--- src/design/spf_pkg.sv ---
`timescale 1ns / 1ps
// ----------------------------------------------------------------------------
// spf_pkg: shared types for the scanline polygon span fill block
// Request codes, table widths and the command/status bundles that join the
// controller and the datapath.
// ----------------------------------------------------------------------------
package spf_pkg;

	localparam int PIX_W  = 9;
	localparam int LEFT_W = 10;

	localparam logic [LEFT_W-1:0] EMPTY_LEFT  = 10'd512;
	localparam logic [PIX_W-1:0]  EMPTY_RIGHT = 9'd0;

	typedef enum logic [1:0] {
		REQ_CLEAR = 2'd0,
		REQ_ADD   = 2'd1,
		REQ_SPAN  = 2'd2
	} req_t;

	typedef struct packed {
		logic load;        // capture request fields
		logic clr_step;    // write one empty entry, advance sweep
		logic div_start;   // launch slope division
		logic walk_init;   // set up slope, running x and row
		logic walk_step;   // read one row, advance running x
		logic span_read;   // read the queried row
		logic resp;        // drive the result beat
	} cmd_t;

	typedef struct packed {
		logic clr_last;
		logic div_done;
		logic walk_last;
	} status_t;

endpackage

--- src/design/spf_ctrl.sv ---
`timescale 1ns / 1ps
// ----------------------------------------------------------------------------
// spf_ctrl: span fill controller
// Sequences the power-up clear, clear, add-edge and span requests; a reserved code goes straight to the result beat.
// ----------------------------------------------------------------------------
module spf_ctrl (
	input  logic             clk,
	input  logic             arst_n,
	input  logic             start,
	input  logic [1:0]       req_type,
	input  spf_pkg::status_t st,
	output spf_pkg::cmd_t    cmd,
	output logic             busy
);

	typedef enum logic [2:0] {
		ST_INIT,
		ST_IDLE,
		ST_CLEAR,
		ST_DIV_GO,
		ST_DIV_WAIT,
		ST_WALK,
		ST_SPAN,
		ST_RESP
	} state_t;

	state_t state_q;

	always_ff @(posedge clk or negedge arst_n) begin
		if (!arst_n) begin
			state_q <= ST_INIT;
		end else begin
			unique case (state_q)
				ST_INIT:
					if (st.clr_last)
						state_q <= ST_IDLE;
				ST_IDLE:
					if (start) begin
						unique case (spf_pkg::req_t'(req_type))
							spf_pkg::REQ_CLEAR: state_q <= ST_CLEAR;
							spf_pkg::REQ_ADD:   state_q <= ST_DIV_GO;
							spf_pkg::REQ_SPAN:  state_q <= ST_SPAN;
							default:            state_q <= ST_RESP;
						endcase
					end
				ST_CLEAR:
					if (st.clr_last)
						state_q <= ST_RESP;
				ST_DIV_GO:
					state_q <= ST_DIV_WAIT;
				ST_DIV_WAIT:
					if (st.div_done)
						state_q <= ST_WALK;
				ST_WALK:
					if (st.walk_last)
						state_q <= ST_RESP;
				ST_SPAN:
					state_q <= ST_RESP;
				ST_RESP:
					state_q <= ST_IDLE;
				default:
					state_q <= ST_IDLE;
			endcase
		end
	end

	always_comb begin
		cmd           = '0;
		cmd.load      = (state_q == ST_IDLE) && start;
		cmd.clr_step  = (state_q == ST_INIT) || (state_q == ST_CLEAR);
		cmd.div_start = state_q == ST_DIV_GO;
		cmd.walk_init = (state_q == ST_DIV_WAIT) && st.div_done;
		cmd.walk_step = state_q == ST_WALK;
		cmd.span_read = state_q == ST_SPAN;
		cmd.resp      = state_q == ST_RESP;
	end

	assign busy = state_q != ST_IDLE;

endmodule

--- config.mk ---
export PLATFORM = sky130hd
export DESIGN_NAME = spf_ctrl
export DESIGN_NICKNAME = d
export VERILOG_FILES = /design/src/design/spf_pkg.sv /design/src/design/spf_ctrl.sv
export SDC_FILE = /design/constraint.sdc
export NUM_CORES = 1
export LEC_CHECK = 0
export BUFFER_PORTS_ARGS = -buffer_cell sky130_fd_sc_hd__buf_2
export CAP_MARGIN = 25
export CORE_AREA = 5 5 42 44
export CTS_CLUSTER_DIAMETER = 120
export DETAILED_ROUTE_END_ITERATION = 12
export DIE_AREA = 0 0 47 49
export PLACE_DENSITY_LB_ADDON = 0.2
export SLEW_MARGIN = 20
export SYNTH_ARGS = -nofsm -noshare
export SYNTH_HDL_FRONTEND = slang
export SYNTH_SLANG_ARGS = --single-unit
--- constraint.sdc ---
create_clock -name clk -period 1.5 [get_ports clk]
set_clock_uncertainty 0.05 [all_clocks]
set_input_delay 0.15 -clock clk [delete_from_list [all_inputs] [get_ports clk]]
set_output_delay 0.15 -clock clk [all_outputs]
set_load 0.01 [all_outputs]
# ---- Yosys cells after proc, flatten, opt, wreduce, memory -nomap -nowiden
# Index checks and enable logic that the tools add are counted.
dict set report totals {
  reg_bits 3
  out_inout_bits 8
  input_bits 8
  elab_cells 29
}
dict set report classes {
  n_reduce_logical 6
  n_eq_ne 15
  n_mux 7
}
# op n
set op_table {}
lappend op_table {{3-bit case mux with 8 select lines} 1}
lappend op_table {{3-bit 2-to-1 mux} 5}
lappend op_table {{3-bit equality test, second input constant} 4}
lappend op_table {{2-bit inequality test, second input constant} 5}
lappend op_table {{3-bit case mux with 3 select lines} 1}
lappend op_table {{3-bit by 2-bit equality test with 1-bit output, second input constant} 2}
lappend op_table {{5-bit AND reduction} 1}
lappend op_table {{3-bit by 1-bit equality test with 1-bit output, second input constant} 1}
lappend op_table {{3-bit logical NOT} 1}
lappend op_table {{3-bit by 1-bit inequality test with 1-bit output, second input constant} 1}
lappend op_table {{2-bit by 1-bit equality test with 1-bit output, second input constant} 1}
lappend op_table {{2-bit equality test, second input constant} 1}
lappend op_table {{1-bit logical AND} 2}
lappend op_table {{2-bit logical NOT} 1}
lappend op_table {{1-bit logical OR} 1}

# ---- Depth between registers and ports, before layout
dict set report logic_depth {
  depth_word 4
  depth_mapped 4
  mapped_depth_nobuf 3
}

# ---- Least setup slack after synthesis
# OpenSTA, ideal clock, no wires.
dict set report synth_path {
  path_type {register to output}
  from {register state_q[2]}
  to {output port cmd[3] (netlist bit)}
  n_path_buf 1
  arrival_time_ps 978
  path_stages_with_launch 4
  required_time_ps 1300
  setup_slack_ps 322
  cell_sequence {dfrtp_1 -> buf_4 -> inv_1 -> nor4b_1}
}
# item line
set synth_rtl {}
lappend synth_rtl {{start, declared} spf_ctrl.sv:27} ;# state_t state_q;
lappend synth_rtl {{start signal, assigned} spf_ctrl.sv:31} ;# state_q <= ST_INIT;
lappend synth_rtl {{start signal, assigned} spf_ctrl.sv:36} ;# state_q <= ST_IDLE;
lappend synth_rtl {{start signal, assigned} spf_ctrl.sv:40} ;# spf_pkg::REQ_CLEAR: state_q <= ST_CLEAR;
lappend synth_rtl {{end, declared} spf_ctrl.sv:12} ;# output spf_pkg::cmd_t cmd,

==> results by group <==
Route
  – Routed Antenna Nets: 0
  – DRT Wirelength: 611 um
  – Drt wl/cell: 9.40 um
  – Via count: 260
  – Initial DRC Count: 0
  – Drt pass-1 iters: 1
  – DR vias/cell: 4.00
  – DRC Markers: 0

Synth
  – Top cell type's share of synthesized area: 0.333
  – Yosys cell types: 17
  – Synthesized cell area: 225 um^2
  – Syn_area_per_cell: 8.34 um^2
  – Ys async rst share: 1.00
  – Synth area leaders: dfrtp_1 33%, and3_2 6.7%, inv_1 6.7%
  – EDFF count, synth: 0
  – Sequential cell area fraction in the yosys report: 0.333
  – Leading area contributor after synthesis: dfrtp_1
  – Synth top cells by count: 4 x inv_1, 4 x nor2_1, 3 x dfrtp_1
  – FF+latch count, synth: 3
  – Cells after Synth: 27
  – Syn Nets: 35
  – Ys Warns: 0
  – Main flop type after synthesis: dfrtp_1

Setup path
  – Element type at the critical path start: register
  – CP Capture Type: primary output
  – R2R Path End: state_q[2]
  – Slowest CP cell: dfrtp_2
  – Critical path arrival: 1.22 ns
  – Crit path kind: reg -> out
  – Crit-path max FO: 6
  – R2R depth: 3
  – R2R Setup Slk: 0.43 ns
  – FF-to-FF Start: state_q[2]
  – Worst endpoint required time: 1.30 ns
  – CP peak stage delay: 0.42 ns
  – CP cell instances: buf_4, nor4b_1, buf_2

Run
  – Maxcap violations: 0

Timing
  – Worst Tran Pin Value: 0.238 ns
  – Max Fclk: 704 MHz
  – Slew headroom: 0.841
  – Minimum clock period: 1.42 ns
  – Fin. Hold Viols: 0
  – Setup TNS Final: 0 ns
  – RSZ-0062 raised after global routing: no
  – Tcrit/Tclk final: 0.947
  – # setup viols final: 0
  – Max-slew violations: 0

Global routing
  – Largest net degree at the start of global routing: 10
  – Antenna violations before repair: 0
  – Global route overflow: 0
  – Total GRT Usage: 0.0719
  – Number of global-route vias before repair: 244
  – First-pass GRT wire length: 1100 um

Clock tree
  – Clock tree buffer depth: 2
  – Worst-path clk slew: 0.03 ns
  – Root buf cell: clkbuf_4
  – TritonCTS clock tree: yes
  – CTS Buf Count: 3
  – Sink Count: 3
  – Clk Latency, worst-skew pair: 0.23 ns
  – Number of H-tree levels: 1

Place
  – RePlAce Congestion: 0.693
  – Hpwl dp: 503 um
  – Placed cell areas: 320 um^2
  – Number of port buffers: 15

Finish
  – Final nets: 58
  – Share of cells above drive strength 1: 0.551
  – Area of the multi-input gates: 128 um^2
  – Layout Area Growth over Synthesis: 66.1%
  – Most flop-heavy register: state_q
  – Fin area: 374 um^2
  – Ant diodes: 0
  – Biggest regs: state_q: 3 flops
  – Register area: 77.6 um^2
  – Number of flip-flops under the largest register name: 3
  – FILL cells: 180

Floorplanning
  – Die X: 47 um
  – Site Rows: 14
  – Core area: 0.00140 mm^2
  – # IOs: 16
  – Initial Util: 0.161
  – Die area: 0.00230 mm^2
  – Die Ht: 49 um

Power and ir drop
  – Worst vdd ir: 0.537 mV
  – Leakage: 0.209 nW
  – Power density cells: 1840 mW/mm^2

Worst hold path
  – Hold Crit Endpoint: state_q[1]
  – Hold Path Class: in -> reg
  – Hold path start: st[0]
  – Hold Path Cell Cnt: 3

Status
  – Outcome: completed
repair_timing:
| action | CTS | global route |
|---|---|---|
| endpoints found under the hold margin | 3 | 0 |
| setup buffers | 0 | 2 |
| setup endpoints to repair | 0 | 1 |
| gates resized for setup | 0 | 2 |
| hold buffers | 1 | 0 |
cells by family after synthesis:
group | share of synthesized area
AND/OR/NAND/NOR | 0.372
AO/OA/AOI/OAI | 0.150
buffers and inverters | 0.100
flip-flops | 0.333
multiplexers | 0.0444
area by class of cell:
cell class,count,share of cell area
Multi-Input combinational cell,19,0.341
Clock buffer,4,0.0702
Sequential cell,3,0.207
Timing Repair Buffer,19,0.288
Inverter,4,0.0401
Tap cell,16,0.0535
critical path: cells and delay by family (launching register included):
family	cells	cell delay, ns
flops	1	0.42
buf+inv	2	0.31
simple gates	1	0.25
metal layers:
metal,vias to the layer above,share of wire,GRT usage
li1,140,-,-
met1,109,0.45,0.0905
met2,11,0.42,0.0724
met3,0,0.13,0.0517
met4,0,0,0.0691
met5,-,0,0
how the worst max path moves through the flow:
| stage | start | end | slack, ns | cells after the start |
|---|---|---|---|---|
| after floorplan | state_q[2] | cmd[3] | 0.32 | 3 |
| after global placement | state_q[1] | cmd[6] | 0.28 | 4 |
| after detailed placement | state_q[1] | cmd[6] | 0.28 | 4 |
| after CTS | state_q[1] | cmd[6] | 0.03 | 4 |
| after global routing | state_q[1] | cmd[6] | 0.003 | 4 |
| final | state_q[1] | cmd[3] | 0.08 | 3 |
power breakdown:
part           internal (mW)  total, mW  switching [mW]  leakage [nW]
Combinational          0.200      0.382           0.182         0.163
Sequential             0.121      0.170          0.0489        0.0316
Clock                 0.0995      0.138          0.0386        0.0150
Total                  0.420      0.690           0.270         0.209
per-stage QoR:
stage | setup slack, ns | std cells | utilization | hold WS, ns | total power, mW
finish | 0.0788 | 65 | 0.267 | 0.182 | 0.690
global route | 0.00339 | 65 | 0.267 | 0.195 | 0.778
CTS | 0.0253 | 63 | 0.254 | 0.185 | 0.668
detailed placement | 0.282 | 58 | 0.229 | -0.101 | 0.521
global placement | 0.276 | 58 | 0.229 | -0.0999 | 0.523
floorplan | 0.322 | 27 | - | -0.196 | 0.400
layout by cell type (no fill, tap or decap):
master         Yosys  layout
o31a_1             1       1
inv_1              4       4
a31oi_1            1       1
nor2_1             4       4
and3_2             2       2
buf_2              0      15
nand2b_1           1       1
a311oi_1           1       1
clkbuf_1           0       1
clkbuf_4           0       3
buf_4              1       3
nor4b_1            1       1
mux2i_1            1       1
nand2b_4           1       1
o21ai_0            1       1
nor3_1             2       2
dlygate4sd3_1      0       1
and3_4             1       1
a21oi_1            1       1
dfrtp_2            0       2
dfrtp_1            3       1
nand2_1            1       1
(Power assumes the default switching activity.)
